**config.mk**
```make
export PLATFORM = sky130hd
export DESIGN_NAME = touch_tap_hold_recognizer
export DESIGN_NICKNAME = d
export VERILOG_FILES = /design/src/rtl/tthr_pkg.sv /design/src/rtl/tthr_front.sv /design/src/rtl/tthr_queue.sv /design/src/rtl/tthr_back.sv /design/src/rtl/touch_tap_hold_recognizer.sv
export VERILOG_INCLUDE_DIRS = /design/src /design/src/rtl
export SDC_FILE = /design/constraint.sdc
export NUM_CORES = 2
export LEC_CHECK = 0
export BUFFER_PORTS_ARGS = -buffer_cell sky130_fd_sc_hd__buf_2
export CORE_MARGIN = 1
export CORE_UTILIZATION = 65
export DETAILED_ROUTE_END_ITERATION = 16
export GPL_ROUTABILITY_DRIVEN = 1
export GPL_TIMING_DRIVEN = 0
export PLACE_DENSITY = 0.92
export RECOVER_POWER = 25
export SYNTH_ARGS = -nofsm -noshare
export SYNTH_HDL_FRONTEND = slang
export SYNTH_SLANG_ARGS = --single-unit
```
**constraint.sdc**
```tcl
create_clock -name clock -period 23 [get_ports clock]
set_input_delay 4.6 -clock clock [delete_from_list [all_inputs] [get_ports clock]]
set_output_delay 4.6 -clock clock [all_outputs]
set_load 0.005 [all_outputs]
```
**src/rtl/assert_macros.svh**
```systemverilog
// Assertion macros for the RTL file that carries checks.
`ifndef ASSERT_MACROS_SVH
`define ASSERT_MACROS_SVH

// Same-cycle implication, masked while reset is high.
`define ASSERT_IMPLIES(label, clk, rst, ante, cons, msg) \
   label: assert property (@(posedge clk) disable iff (rst) (ante) |-> (cons)) \
      else $error(msg);

// Next-cycle implication, masked while reset is high.
`define ASSERT_NEXT(label, clk, rst, ante, cons, msg) \
   label: assert property (@(posedge clk) disable iff (rst) (ante) |=> (cons)) \
      else $error(msg);

`endif

```
**src/rtl/tthr_pkg.sv**
```systemverilog
// Shared types and constants of the tap and hold recognizer.
`default_nettype none

package tthr_pkg;

   localparam int COORD_BITS     = 16;
   localparam int STEP_BITS      = COORD_BITS + 1;
   localparam int ACC_BITS       = 32;
   localparam int TIME_BITS      = 32;
   localparam int CFG_BITS       = 16;
   localparam int CSR_INDEX_BITS = 2;
   localparam int MASK_BITS      = 3;
   localparam int MAX_RESULTS    = 3;
   localparam int SLOT_BITS      = $clog2(MAX_RESULTS);
   localparam int COUNT_BITS     = $clog2(MAX_RESULTS + 1);
   localparam int QUEUE_DEPTH    = 4;
   localparam int QPTR_BITS      = $clog2(QUEUE_DEPTH);
   localparam int QCOUNT_BITS    = $clog2(QUEUE_DEPTH + 1);

   typedef enum logic [1:0] {
      KIND_PRESS   = 2'd0,
      KIND_MOVE    = 2'd1,
      KIND_RELEASE = 2'd2,
      KIND_TICK    = 2'd3
   } kind_type;

   typedef enum logic [1:0] {
      EV_MOVE = 2'd0,
      EV_DOWN = 2'd1,
      EV_UP   = 2'd2
   } event_type;

   typedef enum logic [1:0] {
      BTN_PRIMARY = 2'd0,
      BTN_HOLD    = 2'd1,
      BTN_CONTACT = 2'd2
   } button_type;

   typedef enum logic [CSR_INDEX_BITS-1:0] {
      CSR_TOUCH_MODE     = 2'd0,
      CSR_HOLD_THRESHOLD = 2'd1,
      CSR_STILL_RADIUS   = 2'd2,
      CSR_RELEASE_DELAY  = 2'd3
   } csr_index_type;

   localparam logic [MASK_BITS-1:0] MASK_PRIMARY = 3'b001;
   localparam logic [MASK_BITS-1:0] MASK_HOLD    = 3'b010;
   localparam logic [MASK_BITS-1:0] MASK_CONTACT = 3'b100;

   localparam logic                RST_TOUCH_MODE     = 1'b1;
   localparam logic [CFG_BITS-1:0] RST_HOLD_THRESHOLD = 16'd500;
   localparam logic [CFG_BITS-1:0] RST_STILL_RADIUS   = 16'd10;
   localparam logic [CFG_BITS-1:0] RST_RELEASE_DELAY  = 16'd100;

   typedef struct packed {
      logic                touch_mode;
      logic [CFG_BITS-1:0] hold_threshold_ms;
      logic [CFG_BITS-1:0] still_radius;
      logic [CFG_BITS-1:0] release_delay_ms;
   } cfg_type;

   // One result of a request, less the fields shared by all its results.
   typedef struct packed {
      event_type            event_res;
      button_type           button_id;
      logic [MASK_BITS-1:0] button_mask;
   } slot_type;

   // Everything the back end needs to emit the results of one request.
   typedef struct packed {
      slot_type [MAX_RESULTS-1:0]   slots;
      logic [COUNT_BITS-1:0]        count;
      logic                         first_old;  // first result shows the old position
      logic signed [COORD_BITS-1:0] old_x;
      logic signed [COORD_BITS-1:0] old_y;
      logic signed [COORD_BITS-1:0] new_x;
      logic signed [COORD_BITS-1:0] new_y;
      logic signed [STEP_BITS-1:0]  dx;
      logic signed [STEP_BITS-1:0]  dy;
      logic [ACC_BITS-1:0]          tot_x;
      logic [ACC_BITS-1:0]          tot_y;
   } entry_type;

   typedef struct packed {
      logic [QCOUNT_BITS-1:0] level;
      logic                   empty;
      logic                   full;
   } queue_status_type;

endpackage

`default_nettype wire

```
**src/rtl/tthr_front.sv**
```systemverilog
// Front end: takes requests, tracks motion and gesture state, plans the results.
`default_nettype none

module tthr_front import tthr_pkg::*; (
   input  logic                         clock,
   input  logic                         reset,
   input  cfg_type                      cfg,
   input  logic                         req_valid,
   output logic                         req_stall,
   input  logic [1:0]                   req_kind,
   input  logic signed [COORD_BITS-1:0] req_pos_x_in,
   input  logic signed [COORD_BITS-1:0] req_pos_y_in,
   input  logic [TIME_BITS-1:0]         req_time_ms,
   input  queue_status_type             queue_status,
   output logic                         push_valid,
   output entry_type                    push_entry
);

   typedef struct packed {
      kind_type                     kind;
      logic [TIME_BITS-1:0]         now_ms;
      logic signed [STEP_BITS-1:0]  dx;
      logic signed [STEP_BITS-1:0]  dy;
      logic signed [COORD_BITS-1:0] old_x;
      logic signed [COORD_BITS-1:0] old_y;
      logic signed [COORD_BITS-1:0] new_x;
      logic signed [COORD_BITS-1:0] new_y;
      logic [ACC_BITS-1:0]          tot_x;
      logic [ACC_BITS-1:0]          tot_y;
      logic [ACC_BITS-1:0]          gest_x;
      logic [ACC_BITS-1:0]          gest_y;
   } s1_type;

   typedef struct packed {
      s1_type              base;
      logic [ACC_BITS-1:0] mag;   // larger of the two gesture magnitudes
   } s2_type;

   // motion state, updated at accept
   logic signed [COORD_BITS-1:0] cur_x_ff, cur_x_in, cur_y_ff, cur_y_in;
   logic [ACC_BITS-1:0]          accum_x_ff, accum_x_in, accum_y_ff, accum_y_in;
   logic [ACC_BITS-1:0]          gest_x_ff, gest_x_in, gest_y_ff, gest_y_in;

   // gesture state, updated in the decision stage
   logic [MASK_BITS-1:0] held_ff, held_in;
   logic [ACC_BITS-1:0]  peak_ff, peak_in;
   logic [TIME_BITS-1:0] press_stamp_ff, press_stamp_in;
   logic [TIME_BITS-1:0] release_stamp_ff, release_stamp_in;
   logic                 press_armed_ff, press_armed_in;
   logic                 release_armed_ff, release_armed_in;

   logic   s1_valid_ff, s2_valid_ff;
   s1_type s1_ff, s1_in;
   s2_type s2_ff, s2_in;

   logic                        accept;
   kind_type                    kind_in;
   logic signed [STEP_BITS-1:0] step_x, step_y;
   logic [ACC_BITS-1:0]         step_x_ext, step_y_ext;
   logic [QCOUNT_BITS:0]        committed;

   // slots already promised: queued entries plus requests still in flight
   assign committed = {1'b0, queue_status.level}
                    + (QCOUNT_BITS+1)'(s1_valid_ff)
                    + (QCOUNT_BITS+1)'(s2_valid_ff);
   assign req_stall = committed >= (QCOUNT_BITS+1)'(QUEUE_DEPTH);
   assign accept    = req_valid && !req_stall;
   assign kind_in   = kind_type'(req_kind);

   assign step_x = {req_pos_x_in[COORD_BITS-1], req_pos_x_in}
                 - {cur_x_ff[COORD_BITS-1], cur_x_ff};
   assign step_y = {req_pos_y_in[COORD_BITS-1], req_pos_y_in}
                 - {cur_y_ff[COORD_BITS-1], cur_y_ff};
   assign step_x_ext = {{(ACC_BITS-STEP_BITS){step_x[STEP_BITS-1]}}, step_x};
   assign step_y_ext = {{(ACC_BITS-STEP_BITS){step_y[STEP_BITS-1]}}, step_y};

   // accept stage
   always_comb begin
      cur_x_in   = cur_x_ff;
      cur_y_in   = cur_y_ff;
      accum_x_in = accum_x_ff;
      accum_y_in = accum_y_ff;
      gest_x_in  = gest_x_ff;
      gest_y_in  = gest_y_ff;
      if (accept) begin
         case (kind_in)
            KIND_PRESS: begin
               accum_x_in = '0;
               accum_y_in = '0;
               if (cfg.touch_mode) begin
                  gest_x_in = '0;
                  gest_y_in = '0;
               end
               cur_x_in = req_pos_x_in;
               cur_y_in = req_pos_y_in;
            end
            KIND_MOVE, KIND_RELEASE: begin
               accum_x_in = accum_x_ff + step_x_ext;
               accum_y_in = accum_y_ff + step_y_ext;
               gest_x_in  = gest_x_ff + step_x_ext;
               gest_y_in  = gest_y_ff + step_y_ext;
               cur_x_in   = req_pos_x_in;
               cur_y_in   = req_pos_y_in;
            end
            default: ;
         endcase
      end
      s1_in.kind   = kind_in;
      s1_in.now_ms = req_time_ms;
      s1_in.dx     = (kind_in == KIND_MOVE) ? step_x : '0;
      s1_in.dy     = (kind_in == KIND_MOVE) ? step_y : '0;
      s1_in.old_x  = cur_x_ff;
      s1_in.old_y  = cur_y_ff;
      s1_in.new_x  = cur_x_in;
      s1_in.new_y  = cur_y_in;
      s1_in.tot_x  = accum_x_in;
      s1_in.tot_y  = accum_y_in;
      s1_in.gest_x = gest_x_in;
      s1_in.gest_y = gest_y_in;
   end

   // magnitude stage; the most negative sum reads as 2^31 unsigned
   logic [ACC_BITS-1:0] mag_x, mag_y;
   assign mag_x = s1_ff.gest_x[ACC_BITS-1] ? (ACC_BITS'(0) - s1_ff.gest_x) : s1_ff.gest_x;
   assign mag_y = s1_ff.gest_y[ACC_BITS-1] ? (ACC_BITS'(0) - s1_ff.gest_y) : s1_ff.gest_y;
   assign s2_in.base = s1_ff;
   assign s2_in.mag  = (mag_y > mag_x) ? mag_y : mag_x;

   // decision stage
   logic [ACC_BITS-1:0]  radius_ext;
   logic [TIME_BITS-1:0] hold_ext, delay_ext, press_age, release_age;
   logic                 tap, still;

   assign radius_ext  = {{(ACC_BITS-CFG_BITS){1'b0}}, cfg.still_radius};
   assign hold_ext    = {{(TIME_BITS-CFG_BITS){1'b0}}, cfg.hold_threshold_ms};
   assign delay_ext   = {{(TIME_BITS-CFG_BITS){1'b0}}, cfg.release_delay_ms};
   assign press_age   = s2_ff.base.now_ms - press_stamp_ff;
   assign release_age = s2_ff.base.now_ms - release_stamp_ff;
   assign still       = peak_ff < radius_ext;
   assign tap         = still && (s2_ff.mag < radius_ext);

   always_comb begin
      held_in          = held_ff;
      peak_in          = peak_ff;
      press_stamp_in   = press_stamp_ff;
      release_stamp_in = release_stamp_ff;
      press_armed_in   = press_armed_ff;
      release_armed_in = release_armed_ff;

      push_entry           = '0;
      push_entry.old_x     = s2_ff.base.old_x;
      push_entry.old_y     = s2_ff.base.old_y;
      push_entry.new_x     = s2_ff.base.new_x;
      push_entry.new_y     = s2_ff.base.new_y;
      push_entry.dx        = s2_ff.base.dx;
      push_entry.dy        = s2_ff.base.dy;
      push_entry.tot_x     = s2_ff.base.tot_x;
      push_entry.tot_y     = s2_ff.base.tot_y;

      if (s2_valid_ff) begin
         case (s2_ff.base.kind)
            KIND_PRESS: begin
               if (!cfg.touch_mode) begin
                  held_in = held_ff | MASK_PRIMARY;
                  push_entry.slots[0] = '{EV_DOWN, BTN_PRIMARY, held_in};
                  push_entry.count    = COUNT_BITS'(1);
               end else begin
                  press_stamp_in = s2_ff.base.now_ms;
                  press_armed_in = 1'b1;
                  peak_in        = '0;
                  if (release_armed_ff) begin
                     // pending tap click goes up first, at the old position
                     held_in = held_ff & ~MASK_PRIMARY;
                     release_armed_in     = 1'b0;
                     push_entry.first_old = 1'b1;
                     push_entry.slots[0]  = '{EV_UP, BTN_PRIMARY, held_in};
                     push_entry.slots[1]  = '{EV_MOVE, BTN_PRIMARY, held_in};
                     held_in = held_in | MASK_CONTACT;
                     push_entry.slots[2]  = '{EV_DOWN, BTN_CONTACT, held_in};
                     push_entry.count     = COUNT_BITS'(3);
                  end else begin
                     push_entry.slots[0] = '{EV_MOVE, BTN_PRIMARY, held_ff};
                     held_in = held_ff | MASK_CONTACT;
                     push_entry.slots[1] = '{EV_DOWN, BTN_CONTACT, held_in};
                     push_entry.count    = COUNT_BITS'(2);
                  end
               end
            end
            KIND_MOVE: begin
               peak_in = (s2_ff.mag > peak_ff) ? s2_ff.mag : peak_ff;
               push_entry.slots[0] = '{EV_MOVE, BTN_PRIMARY, held_ff};
               push_entry.count    = COUNT_BITS'(1);
            end
            KIND_RELEASE: begin
               peak_in = (s2_ff.mag > peak_ff) ? s2_ff.mag : peak_ff;
               if (!cfg.touch_mode) begin
                  held_in = held_ff & ~MASK_PRIMARY;
                  push_entry.slots[0] = '{EV_UP, BTN_PRIMARY, held_in};
                  push_entry.count    = COUNT_BITS'(1);
               end else if ((held_ff & MASK_CONTACT) != '0) begin
                  held_in = held_ff & ~MASK_CONTACT;
                  push_entry.slots[0] = '{EV_UP, BTN_CONTACT, held_in};
                  push_entry.count    = COUNT_BITS'(1);
                  if (tap) begin
                     held_in = held_in | MASK_PRIMARY;
                     push_entry.slots[1] = '{EV_DOWN, BTN_PRIMARY, held_in};
                     push_entry.count    = COUNT_BITS'(2);
                     press_armed_in      = 1'b0;
                     release_stamp_in    = s2_ff.base.now_ms;
                     release_armed_in    = 1'b1;
                  end
               end else if ((held_ff & MASK_HOLD) != '0) begin
                  held_in = held_ff & ~MASK_HOLD;
                  push_entry.slots[0] = '{EV_UP, BTN_HOLD, held_in};
                  push_entry.count    = COUNT_BITS'(1);
               end
            end
            KIND_TICK: begin
               if (cfg.touch_mode) begin
                  if (press_armed_ff && (press_age > hold_ext) && still) begin
                     held_in = held_ff & ~MASK_CONTACT;
                     push_entry.slots[0] = '{EV_UP, BTN_CONTACT, held_in};
                     held_in = held_in | MASK_HOLD;
                     push_entry.slots[1] = '{EV_DOWN, BTN_HOLD, held_in};
                     push_entry.count    = COUNT_BITS'(2);
                     press_armed_in      = 1'b0;
                  end else if (press_armed_ff && (press_age > hold_ext)) begin
                     press_armed_in = 1'b0;
                  end else if (release_armed_ff && (release_age > delay_ext)) begin
                     held_in = held_ff & ~MASK_PRIMARY;
                     push_entry.slots[0] = '{EV_UP, BTN_PRIMARY, held_in};
                     push_entry.count    = COUNT_BITS'(1);
                     release_armed_in    = 1'b0;
                  end
               end
            end
            default: ;
         endcase
      end
   end

   assign push_valid = s2_valid_ff && (push_entry.count != '0);

   always_ff @(posedge clock) begin
      if (reset) begin
         cur_x_ff         <= '0;
         cur_y_ff         <= '0;
         accum_x_ff       <= '0;
         accum_y_ff       <= '0;
         gest_x_ff        <= '0;
         gest_y_ff        <= '0;
         held_ff          <= '0;
         peak_ff          <= '0;
         press_stamp_ff   <= '0;
         release_stamp_ff <= '0;
         press_armed_ff   <= 1'b0;
         release_armed_ff <= 1'b0;
         s1_valid_ff      <= 1'b0;
         s2_valid_ff      <= 1'b0;
      end else begin
         cur_x_ff         <= cur_x_in;
         cur_y_ff         <= cur_y_in;
         accum_x_ff       <= accum_x_in;
         accum_y_ff       <= accum_y_in;
         gest_x_ff        <= gest_x_in;
         gest_y_ff        <= gest_y_in;
         held_ff          <= held_in;
         peak_ff          <= peak_in;
         press_stamp_ff   <= press_stamp_in;
         release_stamp_ff <= release_stamp_in;
         press_armed_ff   <= press_armed_in;
         release_armed_ff <= release_armed_in;
         s1_valid_ff      <= accept;
         s2_valid_ff      <= s1_valid_ff;
      end
   end

   always_ff @(posedge clock) begin
      s1_ff <= s1_in;
      s2_ff <= s2_in;
   end

endmodule

`default_nettype wire

```
**src/rtl/tthr_queue.sv**
```systemverilog
// Short FIFO of planned result groups between front and back end.
`default_nettype none

module tthr_queue import tthr_pkg::*; (
   input  logic             clock,
   input  logic             reset,
   input  logic             push,
   input  entry_type        push_entry,
   input  logic             pop,
   output entry_type        head,
   output queue_status_type status
);

   entry_type              mem_ff [QUEUE_DEPTH];
   logic [QPTR_BITS-1:0]   wr_ptr_ff, wr_ptr_in, rd_ptr_ff, rd_ptr_in;
   logic [QCOUNT_BITS-1:0] level_ff, level_in;

   always_comb begin
      wr_ptr_in = wr_ptr_ff;
      rd_ptr_in = rd_ptr_ff;
      level_in  = level_ff;
      if (push) begin
         wr_ptr_in = (wr_ptr_ff == QPTR_BITS'(QUEUE_DEPTH - 1)) ? '0
                                                                : wr_ptr_ff + 1'b1;
      end
      if (pop) begin
         rd_ptr_in = (rd_ptr_ff == QPTR_BITS'(QUEUE_DEPTH - 1)) ? '0
                                                                : rd_ptr_ff + 1'b1;
      end
      if (push && !pop) begin
         level_in = level_ff + 1'b1;
      end else if (pop && !push) begin
         level_in = level_ff - 1'b1;
      end
   end

   always_ff @(posedge clock) begin
      if (reset) begin
         wr_ptr_ff <= '0;
         rd_ptr_ff <= '0;
         level_ff  <= '0;
      end else begin
         wr_ptr_ff <= wr_ptr_in;
         rd_ptr_ff <= rd_ptr_in;
         level_ff  <= level_in;
      end
   end

   always_ff @(posedge clock) begin
      if (push) begin
         mem_ff[wr_ptr_ff] <= push_entry;
      end
   end

   assign head         = mem_ff[rd_ptr_ff];
   assign status.level = level_ff;
   assign status.empty = (level_ff == '0);
   assign status.full  = (level_ff == QCOUNT_BITS'(QUEUE_DEPTH));

endmodule

`default_nettype wire

```
**src/rtl/tthr_back.sv**
```systemverilog
// Back end: walks the results of the head entry into the response register.
`default_nettype none

module tthr_back import tthr_pkg::*; (
   input  logic                         clock,
   input  logic                         reset,
   input  logic                         head_valid,
   input  entry_type                    head,
   output logic                         pop,
   output logic                         rsp_valid,
   input  logic                         rsp_stall,
   output logic [1:0]                   rsp_event_res,
   output logic [1:0]                   rsp_button_id,
   output logic signed [STEP_BITS-1:0]  rsp_move_dx,
   output logic signed [STEP_BITS-1:0]  rsp_move_dy,
   output logic signed [COORD_BITS-1:0] rsp_pos_x,
   output logic signed [COORD_BITS-1:0] rsp_pos_y,
   output logic [MASK_BITS-1:0]         rsp_button_mask,
   output logic signed [ACC_BITS-1:0]   rsp_total_dx,
   output logic signed [ACC_BITS-1:0]   rsp_total_dy,
   output logic                         rsp_last
);

   logic [SLOT_BITS-1:0]         slot_idx_ff, slot_idx_in;
   logic                         valid_ff, valid_in;
   event_type                    event_ff;
   button_type                   button_ff;
   logic signed [STEP_BITS-1:0]  dx_ff, dy_ff;
   logic signed [COORD_BITS-1:0] pos_x_ff, pos_y_ff;
   logic [MASK_BITS-1:0]         mask_ff;
   logic [ACC_BITS-1:0]          tot_x_ff, tot_y_ff;
   logic                         last_ff;

   slot_type slot;
   logic     load, last_slot, use_old;

   assign slot      = head.slots[slot_idx_ff];
   assign last_slot = (COUNT_BITS'(slot_idx_ff) == (head.count - COUNT_BITS'(1)));
   assign use_old   = head.first_old && (slot_idx_ff == '0);
   assign load      = head_valid && (!valid_ff || !rsp_stall);
   assign pop       = load && last_slot;

   always_comb begin
      slot_idx_in = slot_idx_ff;
      valid_in    = valid_ff && rsp_stall;
      if (load) begin
         valid_in    = 1'b1;
         slot_idx_in = last_slot ? '0 : slot_idx_ff + 1'b1;
      end
   end

   always_ff @(posedge clock) begin
      if (reset) begin
         slot_idx_ff <= '0;
         valid_ff    <= 1'b0;
      end else begin
         slot_idx_ff <= slot_idx_in;
         valid_ff    <= valid_in;
      end
   end

   always_ff @(posedge clock) begin
      if (load) begin
         event_ff  <= slot.event_res;
         button_ff <= slot.button_id;
         mask_ff   <= slot.button_mask;
         dx_ff     <= head.dx;
         dy_ff     <= head.dy;
         pos_x_ff  <= use_old ? head.old_x : head.new_x;
         pos_y_ff  <= use_old ? head.old_y : head.new_y;
         tot_x_ff  <= head.tot_x;
         tot_y_ff  <= head.tot_y;
         last_ff   <= last_slot;
      end
   end

   assign rsp_valid       = valid_ff;
   assign rsp_event_res   = event_ff;
   assign rsp_button_id   = button_ff;
   assign rsp_move_dx     = dx_ff;
   assign rsp_move_dy     = dy_ff;
   assign rsp_pos_x       = pos_x_ff;
   assign rsp_pos_y       = pos_y_ff;
   assign rsp_button_mask = mask_ff;
   assign rsp_total_dx    = tot_x_ff;
   assign rsp_total_dy    = tot_y_ff;
   assign rsp_last        = last_ff;

endmodule

`default_nettype wire

```
**src/rtl/touch_tap_hold_recognizer.sv**
```systemverilog
// Top level of the tap and hold recognizer: CSRs, front end, queue, back end.
//
//   channel  direction  handshake            payload
//   req      in         req_valid/req_stall  kind, position, time stamp
//   rsp      out        rsp_valid/rsp_stall  event, button, steps, position, mask, totals
//   csr      in         csr_wr_en            index, 16-bit write data
//
// A request is accepted every cycle while fewer than four are queued or in flight.
// Each request yields 0 to 3 responses; the back end emits one response per cycle
// while rsp_stall is low. After acceptance a request passes the magnitude stage,
// then decide and queue write, and its responses leave through the output register.
// Synchronous reset clears state, queue and CSRs to their defaults. rsp_stall
// holds the output register; the queue absorbs the front end.
`default_nettype none

`include "assert_macros.svh"

module touch_tap_hold_recognizer import tthr_pkg::*; (
   input  logic                         clock,
   input  logic                         reset,
   // requests
   input  logic                         req_valid,
   output logic                         req_stall,
   input  logic [1:0]                   req_kind,
   input  logic signed [COORD_BITS-1:0] req_pos_x_in,
   input  logic signed [COORD_BITS-1:0] req_pos_y_in,
   input  logic [TIME_BITS-1:0]         req_time_ms,
   // responses
   output logic                         rsp_valid,
   input  logic                         rsp_stall,
   output logic [1:0]                   rsp_event_res,
   output logic [1:0]                   rsp_button_id,
   output logic signed [STEP_BITS-1:0]  rsp_move_dx,
   output logic signed [STEP_BITS-1:0]  rsp_move_dy,
   output logic signed [COORD_BITS-1:0] rsp_pos_x,
   output logic signed [COORD_BITS-1:0] rsp_pos_y,
   output logic [MASK_BITS-1:0]         rsp_button_mask,
   output logic signed [ACC_BITS-1:0]   rsp_total_dx,
   output logic signed [ACC_BITS-1:0]   rsp_total_dy,
   output logic                         rsp_last,
   // configuration
   input  logic                         csr_wr_en,
   input  logic [CSR_INDEX_BITS-1:0]    csr_index,
   input  logic [CFG_BITS-1:0]          csr_wdata
);

   cfg_type          cfg_ff, cfg_in;
   logic             push_valid, pop;
   entry_type        push_entry, head;
   queue_status_type queue_status;

   // CSR file; writes must land only while the block is idle; the block does not enforce it
   always_comb begin
      cfg_in = cfg_ff;
      if (csr_wr_en) begin
         case (csr_index_type'(csr_index))
            CSR_TOUCH_MODE:     cfg_in.touch_mode        = csr_wdata[0];
            CSR_HOLD_THRESHOLD: cfg_in.hold_threshold_ms = csr_wdata;
            CSR_STILL_RADIUS:   cfg_in.still_radius      = csr_wdata;
            CSR_RELEASE_DELAY:  cfg_in.release_delay_ms  = csr_wdata;
            default: ;
         endcase
      end
   end

   always_ff @(posedge clock) begin
      if (reset) begin
         cfg_ff.touch_mode        <= RST_TOUCH_MODE;
         cfg_ff.hold_threshold_ms <= RST_HOLD_THRESHOLD;
         cfg_ff.still_radius      <= RST_STILL_RADIUS;
         cfg_ff.release_delay_ms  <= RST_RELEASE_DELAY;
      end else begin
         cfg_ff <= cfg_in;
      end
   end

   // front end: accept, gesture magnitude, decision; pushes one entry per request with results
   tthr_front u_front (
      .clock        (clock),
      .reset        (reset),
      .cfg          (cfg_ff),
      .req_valid    (req_valid),
      .req_stall    (req_stall),
      .req_kind     (req_kind),
      .req_pos_x_in (req_pos_x_in),
      .req_pos_y_in (req_pos_y_in),
      .req_time_ms  (req_time_ms),
      .queue_status (queue_status),
      .push_valid   (push_valid),
      .push_entry   (push_entry)
   );

   tthr_queue u_queue (
      .clock      (clock),
      .reset      (reset),
      .push       (push_valid),
      .push_entry (push_entry),
      .pop        (pop),
      .head       (head),
      .status     (queue_status)
   );

   // back end: one response per cycle out of the head entry while rsp_stall is low
   tthr_back u_back (
      .clock           (clock),
      .reset           (reset),
      .head_valid      (!queue_status.empty),
      .head            (head),
      .pop             (pop),
      .rsp_valid       (rsp_valid),
      .rsp_stall       (rsp_stall),
      .rsp_event_res   (rsp_event_res),
      .rsp_button_id   (rsp_button_id),
      .rsp_move_dx     (rsp_move_dx),
      .rsp_move_dy     (rsp_move_dy),
      .rsp_pos_x       (rsp_pos_x),
      .rsp_pos_y       (rsp_pos_y),
      .rsp_button_mask (rsp_button_mask),
      .rsp_total_dx    (rsp_total_dx),
      .rsp_total_dy    (rsp_total_dy),
      .rsp_last        (rsp_last)
   );

   logic push_only, contact_down, contact_held, primary_up, primary_held;

   assign push_only    = push_valid && !pop;
   assign contact_down = rsp_valid && (rsp_event_res == EV_DOWN)
                      && (rsp_button_id == BTN_CONTACT);
   assign primary_up   = rsp_valid && (rsp_event_res == EV_UP)
                      && (rsp_button_id == BTN_PRIMARY);
   assign contact_held = (rsp_button_mask & MASK_CONTACT) != '0;
   assign primary_held = (rsp_button_mask & MASK_PRIMARY) != '0;

   // the stall credit must keep the queue from overflowing
   `ASSERT_IMPLIES(a_no_overflow, clock, reset, push_only, !queue_status.full, "queue overflow")
   // a response can only come out of a queued entry
   `ASSERT_IMPLIES(a_pop_nonempty, clock, reset, pop, !queue_status.empty, "pop from empty queue")
   // contact down always shows contact held
   `ASSERT_IMPLIES(a_contact_down, clock, reset, contact_down, contact_held, "contact bit clear")
   // primary up always shows primary released
   `ASSERT_IMPLIES(a_primary_up, clock, reset, primary_up, !primary_held, "primary bit set")

endmodule

`default_nettype wire

```
==> metrics.md <==
| Metric | Value |
|---|---|
| Worst-path maximum fanout | `5` |
| Ranking of synthesized cells by area | `edfxtp_1 (37%), dfxtp_1 (24%), ha_1 (6.6%)` |
| Area growth syn-to-layout | `12.9%` |
| Relative slew slack | `-10.5%` |
| Post-route ant nets | `0` |
| Final Cycle Share | `about half` |
| Mux cell area share after synthesis | `7.14%` |
| Met2 usage | `58.7%` |
| Setup violators final | `0` |
| Post-CTS Hold Fix Bufs | `0` |
| Routed len/inst | `about 27 µm` |
| Max-capacitance violation count | `4` |
| Number of I/O pins | `approximately 230` |
| Synthesis Warnings | `0` |
| Area leader, netlist | `edfxtp_1` |
| RSZ-0062 raised after global routing | `false` |
| Nets | `6284` |
| Largest net degree at the start of global routing | `~100` |
| IO buf count | `around 230` |
| Post-Syn Instances | `5423` |
| Drt initial violations | `about 6.8k` |
| Worst Path Buf+Inv | `3` |
| Hold WC Path Type | `reg -> reg` |
| Failing checks | `capacitance limit, slew limit` |
| Fin. max-slew vios | `9` |
| CTS max path bufs | `3` |
| Floorplan row count | `around 120` |
| CTS Sinks | `~1.7k` |
| Adder-Cell Fraction of Synth Area | `around 6.9%` |
| CP required | `23.69 ns` |
| Setup TNS | `0 ns` |
| GRT overflow | `0` |
| DP HPWL | `approximately 120 mm` |
| Clk_lat worst skew | `0.81 ns` |
| Pre-antenna DRT Iters | `12` |
| Cell area after synthesis | `68700 µm²` |
| Final hold viol count | `0` |
| Most frequent cell after synthesis | `edfxtp_1` |
| Fin Clk Skew | `roughly 0.040 ns` |
| Area share of the largest cell type after synthesis | `a little under two fifths` |
| Post-Syn Nets | `5883` |
| Synth Area per Inst | `12.7 µm²` |
| Commonest cells in the netlist | `edfxtp_1 (854), dfxtp_1 (812), nand2_1 (529)` |
| Core region area | `~100000 µm²` |
| Most frequent CP cell | `a21oi_1` |
| Most Crowded Layer GR | `met2` |
| Final RePlAce weighted congestion | `roughly 0.95` |
| GRT met1 Usage | `a little over two fifths` |
| Total Wirelength | `between 150 and 200 mm` |
| Ratio of cells with drive above 1 in the final layout | `approximately an eighth` |
| Root buffer cell | `clkbuf_16` |
| Status | `finished with violations` |
| Slowest CP cell | `xor2_1` |
| GRT Overall Usage | `36.4%` |
| Synth Area in Compound Gates | `10.1%` |
| First-pass GRT wire length | `294 mm` |
| Detailed-route DRC error count | `0` |
| Ys async rst share | `0%` |
| Synth Area in Simple Gates | `a little under a tenth` |
| Synthesized flop and latch total | `about 1.7k` |
| CTS clk-pin slew, worst paths | `around 0.06 ns` |
| H-tree depth | `4` |
| Placed cell area | `72000 µm²` |
| Cts repair resizes | `0` |
| Total CTS buffers | `158` |
| Overall die area | `107000 µm²` |
| Die Width | `roughly 330 µm` |
| Largest stage delay, worst path | `1.13 ns` |
| Vias per Instance | `~6.7` |
| Synth Flop Type | `edfxtp_1` |
| Buffer count from post-CTS setup fixing | `0` |
| Post-synthesis xor/xnor area fraction | `about 2.9%` |
| Post-synth EDFFs | `roughly 850` |
| CP Capture Type | `flop` |
| Leak | `between 20 and 30 nW` |
| Via count | `~49k` |
| Die Ht | `327 µm` |
| Post-synthesis sequential area ratio | `between 60% and 70%` |
| Largest delay share family, worst path | `compound AO/OA/AOI/OAI gates` |
| Data arrival, critical path | `around 12 ns` |
| Critical Path Source Type | `input port` |
| Critical path class | `in -> reg` |
| Worst Tran Pin Value | `around 1.7 ns` |
| Post-layout minimum cycle time | `11.68 ns` |
| Peak VDD IR | `around 0.00023 V` |
| F_max | `~86 MHz` |
| Met3 usage | `9.51%` |
| Initial antenna violation count | `19` |
| Vias in the first global route | `about 49k` |
| Initial Util | `around two thirds` |
| Power, Total | `about 8.4 mW` |
| Fin area | `77600 µm²` |
| Power Density | `109 nW/µm²` |
| Synth cell types | `83` |
| Largest family of logic cells by synthesized area | `compound AO/OA/AOI/OAI gates` |
| CTS tree | `done` |
==> metrics by stage <==
| stage | hold WS (ns) | setup WS (ns) | util [%] | cells |
|---|---|---|---|---|
| 2_1_floorplan | 0.310 | 12.90 | - | 5423 |
| 3_3_place_gp | 0.309 | 10.32 | 68.7 | 7029 |
| 3_5_place_dp | 0.312 | 11.74 | 69.1 | 7044 |
| 4_1_cts | 0.323 | 11.92 | 74.4 | 7341 |
| 5_1_grt | 0.323 | 11.07 | 74.4 | 7344 |
| 6_report | 0.324 | 11.32 | 74.5 | 7358 |
==> worst paths after layout <==
| kind | from | end | slack [ns] | cells after the start |
|---|---|---|---|---|
| worst max-delay path | req_pos_y_in[0] | u_front.accum_y_ff[31]$_SDFF_PP0_ | 11.32 | 27 |
| worst min-delay path | u_front.s1_ff[135]$_DFF_P_ | u_front.push_entry[105]$_DFF_P_ | 0.32 | 0 |
| worst max register to register | u_front.cur_y_ff[0]$_SDFF_PP0_ | u_front.accum_y_ff[31]$_SDFF_PP0_ | 14.95 | 25 |
| worst min register to register | u_front.s1_ff[135]$_DFF_P_ | u_front.push_entry[105]$_DFF_P_ | 0.32 | 0 |
==> sequential cells by signal, summed over array words and instances, names as in the netlist, 17 cells and up, named ones only <==
register	cells
cfg_ff	49
u_back.rsp_move_dx	17
u_back.rsp_move_dy	17
u_back.rsp_total_dx	32
u_back.rsp_total_dy	32
u_front.accum_x_ff	32
u_front.accum_y_ff	32
u_front.gest_x_ff	32
u_front.gest_y_ff	32
u_front.peak_ff	32
u_front.press_stamp_ff	32
u_front.push_entry	162
u_front.release_stamp_ff	32
u_front.s1_ff	260
u_front.s2_ff	66
u_queue.mem_ff	716
==> area by class of cell <==
type                            count  area, µm²
Multi-Input combinational cell   3264      25000
Fill cell                        5916      26600
Tap cell                         1380       1730
Inverter                          301       1130
Clock inverter                     81        908
Antenna cell                       17       42.5
Clock buffer                      216       4650
Buffer                            192        736
Timing Repair Buffer              241       1520
Sequential cell                  1666      41900
==> where the power goes <==
group	leakage (nW)	total (mW)	internal [mW]	switching, mW
Clock	2.72	2.78	1.55	1.23
Sequential	14.6	3.76	3.54	0.221
Combinational	12.0	1.89	0.719	1.17
==> kinds of logic (layout without fill, tap and decap cells) <==
| kind of cell | count (synthesis) | in the layout |
|---|---|---|
| AND/OR/NAND/NOR | 1306 | 1306 |
| other | 0 | 17 |
| adder cells (fa/ha/maj) | 371 | 371 |
| AO/OA/AOI/OAI | 1094 | 1094 |
| XOR/XNOR | 231 | 231 |
| flip-flops | 1666 | 1666 |
| buffers and inverters | 493 | 1031 |
| multiplexers | 262 | 262 |
==> placed cells by master (no fill, tap or decap), types with 170 or more instances in the layout <==
master	synthesis	layout
edfxtp_1	854	854
inv_1	300	299
ha_1	362	362
dfxtp_1	812	812
clkbuf_1	167	188
nand2_1	529	529
clkbuf_16	0	170
o21ai_0	228	228
mux4_2	179	179
buf_2	0	226
a21oi_1	345	345
and2_1	200	196
==> metal layers <==
layer / vias to the layer above / share of wire, %
li1: 20600 / -
met1: 23500 / 35
met2: 3685 / 47
met3: 1067 / 11
met4: 22 / 7.1
met5: - / 0.10
(Power assumes the default switching activity.)
